**config.mk**
```make
export PLATFORM = sky130hd
export DESIGN_NAME = json_string_unescape
export DESIGN_NICKNAME = d
export VERILOG_FILES = /design/src/design/jsu_pkg.sv /design/src/design/jsu_step.sv /design/src/design/json_string_unescape.sv
export SDC_FILE = /design/constraint.sdc
export NUM_CORES = 1
export LEC_CHECK = 0
export ABC_AREA = 1
export BUFFER_PORTS_ARGS = -buffer_cell sky130_fd_sc_hd__buf_2
export CAP_MARGIN = 0
export CORE_MARGIN = 2
export CORE_UTILIZATION = 35
export CTS_BUF_LIST = sky130_fd_sc_hd__clkbuf_4
export DETAILED_ROUTE_END_ITERATION = 7
export GPL_ROUTABILITY_DRIVEN = 0
export GPL_TIMING_DRIVEN = 0
export HOLD_SLACK_MARGIN = 0.12
export PLACE_DENSITY = 0.56
export SLEW_MARGIN = 10
export SYNTH_ARGS = -nofsm -noshare
export SYNTH_HDL_FRONTEND = slang
export SYNTH_SLANG_ARGS = --single-unit
export TNS_END_PERCENT = 1
```
**constraint.sdc**
```tcl
create_clock -name i_clk -period 9.4 [get_ports i_clk]
set_input_delay 1.41 -clock i_clk [delete_from_list [all_inputs] [get_ports i_clk]]
set_output_delay 1.41 -clock i_clk [all_outputs]
set_load 0.005 [all_outputs]
```
**src/design/jsu_pkg.sv**
```systemverilog
// ----------------------------------------------------------------------------
// jsu_pkg
// Shared types, codes and helpers for the JSON string unescape block.
// ----------------------------------------------------------------------------
`default_nettype none

package jsu_pkg;

    localparam logic [1:0] MODE_IDLE = 2'd0;
    localparam logic [1:0] MODE_TEXT = 2'd1;
    localparam logic [1:0] MODE_ESC  = 2'd2;
    localparam logic [1:0] MODE_HEX  = 2'd3;

    localparam logic [1:0] KIND_CHAR = 2'd0;
    localparam logic [1:0] KIND_END  = 2'd1;
    localparam logic [1:0] KIND_ERR  = 2'd2;

    localparam logic [9:0]  COUNT_MAX     = 10'd1023;
    localparam logic [10:0] CAPACITY_RST  = 11'd260;
    localparam logic [15:0] ASCII_MAX     = 16'h007F;
    localparam logic [7:0]  CHAR_QUOTE    = 8'h22;
    localparam logic [7:0]  CHAR_BSLASH   = 8'h5C;
    localparam logic [7:0]  CHAR_SLASH    = 8'h2F;
    localparam logic [7:0]  CHAR_QMARK    = 8'h3F;
    localparam logic [7:0]  CHAR_NUL      = 8'h00;

    typedef struct packed {
        logic [1:0]  mode;
        logic [1:0]  hex_count;
        logic [15:0] hex_accum;
        logic [9:0]  char_count;
    } t_state;

    typedef struct packed {
        logic       valid;
        logic [1:0] kind;
        logic [7:0] out_char;
        logic [9:0] stored_len;
    } t_result;

    localparam t_state STATE_RST = '{
        mode:       MODE_IDLE,
        hex_count:  2'd0,
        hex_accum:  16'd0,
        char_count: 10'd0
    };

    // returns {is_hex, value}
    function automatic logic [4:0] hex_value(input logic [7:0] c);
        logic [4:0] r;
        r = 5'd0;
        if (c >= 8'h30 && c <= 8'h39) begin
            r = {1'b1, 4'(c - 8'h30)};
        end else if (c >= 8'h61 && c <= 8'h66) begin
            r = {1'b1, 4'(c - 8'h57)};
        end else if (c >= 8'h41 && c <= 8'h46) begin
            r = {1'b1, 4'(c - 8'h37)};
        end
        return r;
    endfunction

endpackage

`default_nettype wire

```
**src/design/jsu_step.sv**
```systemverilog
// ----------------------------------------------------------------------------
// jsu_step
// Next-state and result logic for one raw byte of a quoted string.
// ----------------------------------------------------------------------------
`default_nettype none

module jsu_step
    import jsu_pkg::*;
(
    input  wire logic [7:0]  i_byte,
    input  wire t_state      i_state,
    input  wire logic [10:0] i_capacity,
    output t_state           o_state,
    output t_result          o_result
);

    logic [4:0]  w_hex;
    logic [15:0] w_accum;
    logic [7:0]  w_char;
    logic        w_emit;
    logic        w_finish;
    logic [1:0]  w_kind;
    logic        w_room;
    logic [10:0] w_next_count;

    assign w_hex        = hex_value(i_byte);
    assign w_accum      = {i_state.hex_accum[11:0], w_hex[3:0]};
    assign w_next_count = {1'b0, i_state.char_count} + 11'd1;
    assign w_room       = (w_next_count < i_capacity) && (i_state.char_count != COUNT_MAX);

    always_comb begin
        w_emit   = 1'b0;
        w_finish = 1'b0;
        w_kind   = KIND_ERR;
        w_char   = i_byte;
        o_state  = i_state;
        case (i_state.mode)
            MODE_IDLE: begin
                if (i_byte == CHAR_QUOTE) begin
                    o_state.mode       = MODE_TEXT;
                    o_state.char_count = 10'd0;
                end else begin
                    w_finish = 1'b1;
                end
            end
            MODE_TEXT: begin
                if (i_byte == CHAR_QUOTE) begin
                    w_finish = 1'b1;
                    w_kind   = KIND_END;
                end else if (i_byte == CHAR_NUL) begin
                    w_finish = 1'b1;
                end else if (i_byte == CHAR_BSLASH) begin
                    o_state.mode = MODE_ESC;
                end else begin
                    w_emit = 1'b1;
                end
            end
            MODE_ESC: begin
                case (i_byte)
                    CHAR_QUOTE, CHAR_BSLASH, CHAR_SLASH: w_emit = 1'b1;
                    8'h62: begin w_emit = 1'b1; w_char = 8'h08; end
                    8'h66: begin w_emit = 1'b1; w_char = 8'h0C; end
                    8'h6E: begin w_emit = 1'b1; w_char = 8'h0A; end
                    8'h72: begin w_emit = 1'b1; w_char = 8'h0D; end
                    8'h74: begin w_emit = 1'b1; w_char = 8'h09; end
                    8'h75: begin
                        o_state.mode      = MODE_HEX;
                        o_state.hex_count = 2'd0;
                        o_state.hex_accum = 16'd0;
                    end
                    default: w_finish = 1'b1;
                endcase
            end
            default: begin
                if (!w_hex[4]) begin
                    w_finish = 1'b1;
                end else if (i_state.hex_count == 2'd3) begin
                    w_emit            = 1'b1;
                    w_char            = (w_accum <= ASCII_MAX) ? w_accum[7:0] : CHAR_QMARK;
                    o_state.hex_count = 2'd0;
                    o_state.hex_accum = 16'd0;
                end else begin
                    o_state.hex_accum = w_accum;
                    o_state.hex_count = i_state.hex_count + 2'd1;
                end
            end
        endcase

        o_result.valid      = 1'b0;
        o_result.kind       = KIND_CHAR;
        o_result.out_char   = 8'd0;
        o_result.stored_len = i_state.char_count;

        if (w_finish) begin
            o_state         = STATE_RST;
            o_result.valid  = 1'b1;
            o_result.kind   = w_kind;
        end else if (w_emit) begin
            o_state.mode = MODE_TEXT;
            if (w_room) begin
                o_state.char_count  = w_next_count[9:0];
                o_result.valid      = 1'b1;
                o_result.out_char   = w_char;
                o_result.stored_len = w_next_count[9:0];
            end
        end
    end

endmodule

`default_nettype wire

```
**src/design/json_string_unescape.sv**
```systemverilog
// ----------------------------------------------------------------------------
// json_string_unescape
// Decodes a quoted JSON string one raw byte per clock, while results are taken,
// into characters, an end marker with the stored length, or an error.
// ----------------------------------------------------------------------------
//  channel  handshake                  payload                           role
//  in       i_in_valid / o_in_ready    i_in_byte                         byte in
//  out      o_out_valid / i_out_ready  o_kind, o_out_char, o_stored_len  result out
//  cfg      i_cfg_valid / o_cfg_ready  i_cfg_capacity                    register write
//
//  One byte per clock sustained while results are taken; a byte passes the input
//  register, then the result register. A byte yields zero or one result.
//  Synchronous active-low reset: idle, capacity 260, both stages empty.
//  A stalled result holds the decoder; an empty input register still takes a byte.
// ----------------------------------------------------------------------------
`default_nettype none

module json_string_unescape
    import jsu_pkg::*;
(
    input  wire logic        i_clk,
    input  wire logic        i_rst_n,
    input  wire logic        i_in_valid,
    output logic             o_in_ready,
    input  wire logic [7:0]  i_in_byte,
    output logic             o_out_valid,
    input  wire logic        i_out_ready,
    output logic [1:0]       o_kind,
    output logic [7:0]       o_out_char,
    output logic [9:0]       o_stored_len,
    input  wire logic        i_cfg_valid,
    output logic             o_cfg_ready,
    input  wire logic [10:0] i_cfg_capacity
);

    logic        r_in_valid;
    logic [7:0]  r_in_byte;
    t_state      r_state;
    t_state      n_state;
    t_result     n_result;
    logic [10:0] r_capacity;
    logic        r_out_valid;
    logic [1:0]  r_kind;
    logic [7:0]  r_out_char;
    logic [9:0]  r_stored_len;
    logic        w_advance;

    jsu_step u_step (
        .i_byte     (r_in_byte),
        .i_state    (r_state),
        .i_capacity (r_capacity),
        .o_state    (n_state),
        .o_result   (n_result)
    );

    assign w_advance  = !r_out_valid || i_out_ready;
    assign o_in_ready = !r_in_valid || w_advance;
    assign o_cfg_ready = 1'b1;

    always_ff @(posedge i_clk) begin
        if (!i_rst_n) begin
            r_in_valid  <= 1'b0;
            r_state     <= STATE_RST;
            r_out_valid <= 1'b0;
            r_capacity  <= CAPACITY_RST;
        end else begin
            if (o_in_ready) begin
                r_in_valid <= i_in_valid;
            end
            if (w_advance) begin
                r_out_valid <= r_in_valid && n_result.valid;
                if (r_in_valid) begin
                    r_state <= n_state;
                end
            end
            if (i_cfg_valid) begin
                r_capacity <= i_cfg_capacity;
            end
        end
    end

    always_ff @(posedge i_clk) begin
        if (i_in_valid && o_in_ready) begin
            r_in_byte <= i_in_byte;
        end
        if (w_advance && r_in_valid && n_result.valid) begin
            r_kind       <= n_result.kind;
            r_out_char   <= n_result.out_char;
            r_stored_len <= n_result.stored_len;
        end
    end

    assign o_out_valid  = r_out_valid;
    assign o_kind       = r_kind;
    assign o_out_char   = r_out_char;
    assign o_stored_len = r_stored_len;

endmodule

`default_nettype wire

```
==> results of run 1 <==
final cells by class:
| class | count | share of cell area |
|---|---|---|
| multi-input cells | 426 | 0.4647 |
| flip-flops and latches | 67 | 0.3424 |
| inverters | 75 | 0.05945 |
| repair buffers | 46 | 0.05073 |
| well taps | 147 | 0.03884 |
| plain buffers | 18 | 0.02193 |
| clock buffers | 11 | 0.01744 |
| clock inverters | 5 | 0.004491 |
critical path, delay by kind of cell (launching register included):
kind / cells / cell delay [ns]
AOI/OAI and AO/OA: 1 / 0.14
xor gates and xnor gates: 1 / 0.29
adders and majority gates: 2 / 0.50
buffers and inverters: 4 / 0.61
DFF: 1 / 0.43
and+or+nand+nor: 11 / 1.18
synthesized netlist by cell type:
master / n / area [sq um]
nand2_1: 137 / 514.2
nor2_1: 80 / 300.3
inv_1: 66 / 247.7
nand3_1: 46 / 230.2
dfxtp_1: 39 / 780.8
a21oi_1: 37 / 185.2
o21ai_0: 30 / 150.1
edfxtp_1: 28 / 840.8
ha_1: 22 / 275.3
nand4_1: 18 / 112.6
nor3_1: 12 / 60.06
clkbuf_1: 8 / 30.03
xor2_1: 8 / 70.07
a21oi_2: 7 / 61.31
inv_2: 7 / 26.28
nand2_2: 7 / 43.79
nor2_2: 6 / 37.54
buf_2: 5 / 25.02
buf_6: 3 / 33.78
nand3_2: 3 / 30.03
nand3b_1: 3 / 22.52
a22oi_1: 2 / 15.01
buf_4: 2 / 15.01
clkinv_1: 2 / 7.510
a21o_1: 1 / 7.510
a21oi_4: 1 / 16.27
conb_1: 1 / 3.750
nand2_4: 1 / 11.26
nand3b_2: 1 / 11.26
nand4_4: 1 / 21.27
nor2_4: 1 / 11.26
o31ai_1: 1 / 7.510
per-stage QoR:
step	cell area (sq um)	power (W)
2_1_floorplan	4205	0.0004418
3_3_place_gp	4614	0.0004809
3_5_place_dp	4632	0.0004842
4_1_cts	4736	0.0006470
5_1_grt	4736	0.0006797
6_report	4736	0.0006403
layer usage:
layer,part of all wire,routed length [um],vias to the layer above
met5,0,0,-
met4,0.017,180,0
met3,0.063,661,15
met2,0.42,4348,129
met1,0.50,5222,1728
li1,-,-,2024
where the power goes:
group | switching, W | total, W | internal (W) | leakage, nW
clock network | 0.000105 | 0.000162 | 0.0000572 | 0.0658
logic | 0.0000948 | 0.000144 | 0.0000494 | 1.52
registers | 0.0000108 | 0.000334 | 0.000324 | 0.589
cell usage in the layout, fill, tap and decap left out, types with 4 or more instances in the layout:
cell      count
nor2_2        7
nor2_1       79
nand2_1     137
clkbuf_4     11
a21oi_2       7
xor2_1        8
a21oi_1      37
ha_1         22
nand2_2       7
buf_2        50
clkinv_1      4
nand4_1      18
dfxtp_1      39
clkbuf_1      8
o21ai_0      30
nand3_1      46
nor3_1       12
inv_2         8
inv_1        66
edfxtp_1     28
how the worst min path moves through the flow:
| stage | endpoint | cells after the start |
|---|---|---|
| after floorplan | r_capacity[10] | 2 |
| after global placement | r_capacity[1] | 2 |
| after detailed placement | r_capacity[5] | 2 |
| after CTS | r_capacity[5] | 2 |
| after global routing | r_capacity[5] | 2 |
| final | r_capacity[5] | 2 |
logic make-up after synthesis:
logic type / Yosys count
other: 1
AOI/OAI and AO/OA: 79
adders and majority gates: 22
buffers and inverters: 93
DFF: 67
xor gates and xnor gates: 8
and+or+nand+nor: 316
registers in the layout, indices dropped and copies added, names as in the netlist:
name and cells:
r_in_byte 8, o_out_valid 1, r_capacity 11, r_in_valid 1, o_out_char 8, o_kind 2
r_state 26, o_stored_len 10
==> flow_summary.ini, run 1 <==
[clocking]
cts.repair.resized = 0
cts_max_path_buffers = 2
cts_tree = yes
cts.sinks = 67
clkSlewWorstSetupHoldPaths_ns = 0.12
clock_latency_ns = 0.43
post-cts-setup-buffers = 0
cts_inserted_buffers = 9
root_buffer = clkbuf_4
cts_htree_levels = 3
cts_hold_buf = 0

[sta]
final_max_slew_viol_count = 0
hold_ws_ns = 0.4756
worst_slack_ns = 5.922
max_freq_mhz = 287.5
rsz0062_at_grt = false
worst_pin_slew_ns = 0.5424
setup_viol = 0
min_period_over_period = 0.3700
tns_ns = 0
skew_ns = 0.02359
slew_headroom = 0.6384
finalHoldViolations = 0
fin_crit_ns = 3.478

[power_and_ir_drop]
peakVddDrop_uv = 46.57
p_leak_nw = 2.174
pwr_density_cell_nw_per_um2 = 135.2

[grt]
grtUsageMet2 = 0.2471
track_usage = 0.1665
grtUsageMet3 = 0.02657
grt.overflow.total = 0
grt_max_degree = 20
grt-busiest-layer = met2
grt_pass1_wl_um = 17240
antenna_found_initial = 0
grt_pass1_vias = 3629
met1_usage = 0.2406

[critical_path]
crit_end = o_out_char[0]
cpMaxStageDelayCell = dfxtp_1
path_class = reg -> reg
cp_cell_sequence = ha_1 -> nand3_1 -> inv_1 -> nand3_1 -> xor2_1 -> inv_1 -> ha_1 -> a21oi_1 -> nand2_1 -> nand2_1 -> nand3_1 -> nor2_1 -> nand2_1 -> inv_2 -> nand3_2 -> nand2_1 -> nand2_1 -> nor2_2 -> buf_8
rrSetupSlack_ns = 5.92
cp.required_ns = 9.53
max_stage_delay_ns = 0.43
worstSetupStartpoint = r_state[1]
worstReg2RegEnd = o_out_char[0]
startpoint_type = flop
worstRegToRegCells = 19
crit_top_cell = nand2_1
cp_data_arrival_time_ns = 3.61
worstSetupEndpointType = flop
crit_fanout = 19
r2r_start = r_state[1]

[synth]
synthSimpleGateAreaFrac = 0.3344
synthDistinctLibCells = 32
synth-seq-area-share = 0.3856
synth.area.mux_share = 0
synth_compound_area_frac = 0.1053
syn_nets = 632
yosysWarnings = 0
yosys.area_share.adder = 0.06546
syn-cell-area_sq_um = 4205
synth_top_family_by_area = simple AND/OR/NAND/NOR gates
synth_xor_area_frac = 0.01666
postSynthCellCount = 586
synth-seq-cells = 67
syn-mean-instance-area_sq_um = 7.176

[place]
dp_hpwl_um = 7842
numPlacedInstances = 779
io_buffers = 45
place_ws_ns = 5.955

[floorplanning]
die_y_um = 113.6
placementRows = 40
ios = 47
start_util = 0.3545
dieArea_sq_um = 12910
fp.dieW_um = 113.6
core-area_sq_um = 11860

[finish]
fin_util = 0.3993
diodes = 0
regArea_sq_um = 1622
multi_input_area_sq_um = 2201
final_layout_size_suffix_gt1_frac = 0.1636
fin_cells = 795
fillers = 1253
final_nets = 689
syn2layout_area_growth_pct = 12.62

[detailed_routing]
viasPerCell = 4.901
wirelength_um = 10410
wire_per_inst_um = 13.10
drt_iter0_drc = 234
vias = 3896
remaining_drc_errors = 0
antenna_left = 0
drtPass1Iterations = 5

[worst_hold_path]
hp-class = reg -> reg
hp-start = r_capacity[5]

[run]
drv_cap = 0

[run_status]
outcome = complete, no violations
No activity file was read; power rests on OpenSTA's default activity.
==> run 2: changes to the inputs <==
Settings changed: ABC_AREA 1 to 0, PLACE_DENSITY 0.56 to 0.57.
Clock period 9.4 ns to 3.3 ns, I/O delays scaled along.
==> run 2 against run 1 <==
Compared with the run above: non-clock buffer count grew 23; cell count shrank 18%; core utilization grew 4.9 points; count of clock-buffer cells in the layout shrank 2; register-to-register slack lost 5.8 ns; clock power grew to 2.8 times the previous value; power grew 140%; routed wire length shrank 4.4%; global-route usage shrank 0.56 points; synthesized cell count shrank 26%; combinational power grew 15%.
==> flow_summary.ini, run 2 <==
[run_status]
outcome = complete, no violations

[finish]
largest_reg_flops = 26
regMostFlops = r_state
regArea_sq_um = 1634
final_layout_size_suffix_gt1_frac = 0.2908
final_nets = 550
final_cell_mix = buf_2 (47), nand2_1 (42), dfxtp_1 (33)
final_common_cell = buf_2
fin_cells = 650
fillers = 1058
multi_input_area_sq_um = 2337
syn2layout_area_growth_pct = 23.53

[sta]
final_max_slew_viol_count = 0
skew_ns = 0.01887
finalHoldViolations = 0
min_period_over_period = 0.9738
max_freq_mhz = 311.2
slew_headroom = 0.3971
setup_viol = 0
fin_crit_ns = 3.213
rsz0062_at_grt = true
worst_pin_slew_ns = 0.8961
tns_ns = 0

[power_and_ir_drop]
combPwrFrac = 0.108
pwr_density_cell_nw_per_um2 = 311.0
peakVddDrop_uv = 200.1
power_switching_w = 0.0004251
p_leak_nw = 1.914
p_total_w = 0.001524
intPower_w = 0.001099
p_clk_frac = 0.303
seqPwrFrac = 0.589
swShare = 0.2790

[detailed_routing]
viasPerCell = 5.265
vias = 3422
wirelength_um = 9954
drt_iter0_drc = 161
remaining_drc_errors = 0
wire_per_inst_um = 15.31
drtPass1Iterations = 4
antenna_left = 0

[grt]
grt-busiest-layer = met2
track_usage = 0.1609
grtUsageMet3 = 0.03074
grt_pass1_wl_um = 16180
antenna_found_initial = 1
grt.overflow.total = 0
met1_usage = 0.2212
grt_pass1_vias = 3302
grt_max_degree = 12
grtUsageMet2 = 0.2458

[critical_path]
worstSetupStartpoint = r_state[1]
path_class = reg -> reg
cp_cell_sequence = ha_4 -> nand3_2 -> or3_1 -> buf_6 -> xnor2_4 -> ha_4 -> a21o_1 -> a21o_1 -> a2111oi_4 -> buf_4 -> nand3_4 -> buf_8 -> nor2_1 -> xor2_1
max_stage_delay_ns = 0.40
rrSetupSlack_ns = 0.09
cpMaxStageDelayCell = dfxtp_4
cp_data_arrival_time_ns = 3.40
r2r_start = r_state[1]
worstSetupEndpointType = flop
cp.required_ns = 3.48
startpoint_type = flop
crit_fanout = 7

[synth]
synth_edf_count = 28
synthTopCellsByArea = edfxtp_1 (21%), dfxtp_1 (20%), ha_1 (6.9%), nand2_1 (4.1%), a21oi_1 (3.9%)
syn_nets = 477
synth_common_cells = nand2_1 (43), nor2_1 (41), dfxtp_1 (39)
synth-seq-area-share = 0.4088
yosysTopAreaCellShare = 0.2120
yosysMostFrequentCell = nand2_1
synth_xor_area_frac = 0.04637
synth_top_family_by_area = simple AND/OR/NAND/NOR gates
yosys.area_share.adder = 0.06940
synth.area.mux_share = 0.03091
synth-seq-cells = 67
yosysWarnings = 0
syn-mean-instance-area_sq_um = 9.203
synth_compound_area_frac = 0.1880
synthSimpleGateAreaFrac = 0.2025
yosysTopAreaCell = edfxtp_1
synthDistinctLibCells = 73
synth_ff_type = dfxtp_1
syn-cell-area_sq_um = 3966
postSynthCellCount = 431
synth-async-reset-ratio = 0

[floorplanning]
core-area_sq_um = 10940
placementRows = 38
ios = 47
dieArea_sq_um = 12200
die_y_um = 110.5
fp.dieW_um = 110.5
start_util = 0.3627

[clocking]
cts.sinks = 67
cts_inserted_buffers = 9
cts_tree = yes
cts_htree_levels = 3
cts_max_path_buffers = 2
cts_hold_buf = 0
clock_latency_ns = 0.43
clkSlewWorstSetupHoldPaths_ns = 0.13
root_buffer = clkbuf_4

[place]
numPlacedInstances = 615
dp_hpwl_um = 6966
io_buffers = 44

[run]
drv_cap = 0

[worst_hold_path]
hp-start = i_in_byte[3]
hp-class = in -> reg
[run 2: changes by cell type after synthesis, sizes merged, moves of 7 or more]
cell | before | now
a21oi | 45 | 32
nand4 | 19 | 3
nor2 | 87 | 41
xnor2 | 0 | 12
o21a | 0 | 7
nand2 | 145 | 45
nor3 | 12 | 4
or3 | 0 | 9
o21ai | 30 | 10
mux2i | 0 | 10
nand3 | 49 | 24
inv | 73 | 22
[run 2: worst paths after layout]
path                endpoint  depth (start not counted)
min reg2reg      r_state[27]                          2
max          o_stored_len[4]                         14
min             r_in_byte[3]                          1
max reg2reg  o_stored_len[4]                         14
[run 2: kinds of logic after synthesis]
logic type / count (synthesis)
flops: 67
compound gates: 100
mux: 12
other cells: 1
simple gates: 160
buf+inv: 48
xor+xnor: 21
fa+ha+maj: 22
[run 2: per-layer routing]
| layer | up-vias | routed length (um) |
|---|---|---|
| met5 | - | 0 |
| met4 | 0 | 204 |
| met3 | 13 | 510 |
| met2 | 95 | 4483 |
| met1 | 1613 | 4755 |
| li1 | 1701 | - |
[run 2: final cells by class]
type,instances,share of cell area
clock inverters,7,0.006895
clock buffers,9,0.01379
well taps,140,0.03575
multi-input cells,317,0.4770
flip-flops and latches,67,0.3335
inverters,22,0.01685
diodes,1,0.0005107
plain buffers,23,0.03115
repair buffers,64,0.08452
[run 2: stage by stage]
step	hold slack, ns	utilization	worst slack (ns)	cell area (sq um)
after floorplan	0.4318	-	0.01764	4019
after global placement	0.4424	0.4037	-0.5229	4414
after detailed placement	0.4504	0.4037	-0.5554	4414
after CTS	0.2047	0.4243	0.01945	4639
after global routing	0.2015	0.4481	-0.05999	4900
final	0.2229	0.4481	0.08658	4900
[run 2: power by group through the flow]
stage | logic (W) | clock network (W) | registers [W]
finish | 0.000165 | 0.000461 | 0.000897
global route | 0.000182 | 0.000509 | 0.000901
floorplan | 0.0000951 | 0 | 0.000916
CTS | 0.000159 | 0.000476 | 0.000899
global placement | 0.000144 | 0 | 0.000918
detailed placement | 0.000147 | 0 | 0.000919
[run 2: worst max-delay path, delay by kind of cell (launching register included)]
kind / cells / cell delay [ns]
buffers and inverters: 3 / 0.53
AO/OA/AOI/OAI: 3 / 0.71
AND/OR/NAND/NOR: 4 / 0.69
flip-flops: 1 / 0.40
adder cells (fa/ha/maj): 2 / 0.38
XOR/XNOR: 2 / 0.25
[run 2: what timing repair did]
| action | in CTS | in global routing |
|---|---|---|
| resized for setup | 13 | 39 |
| endpoints found under the setup margin | 38 | 60 |
| pin swaps | 5 | 13 |
| setup buffers | 8 | 10 |
| gates cloned | 1 | 2 |
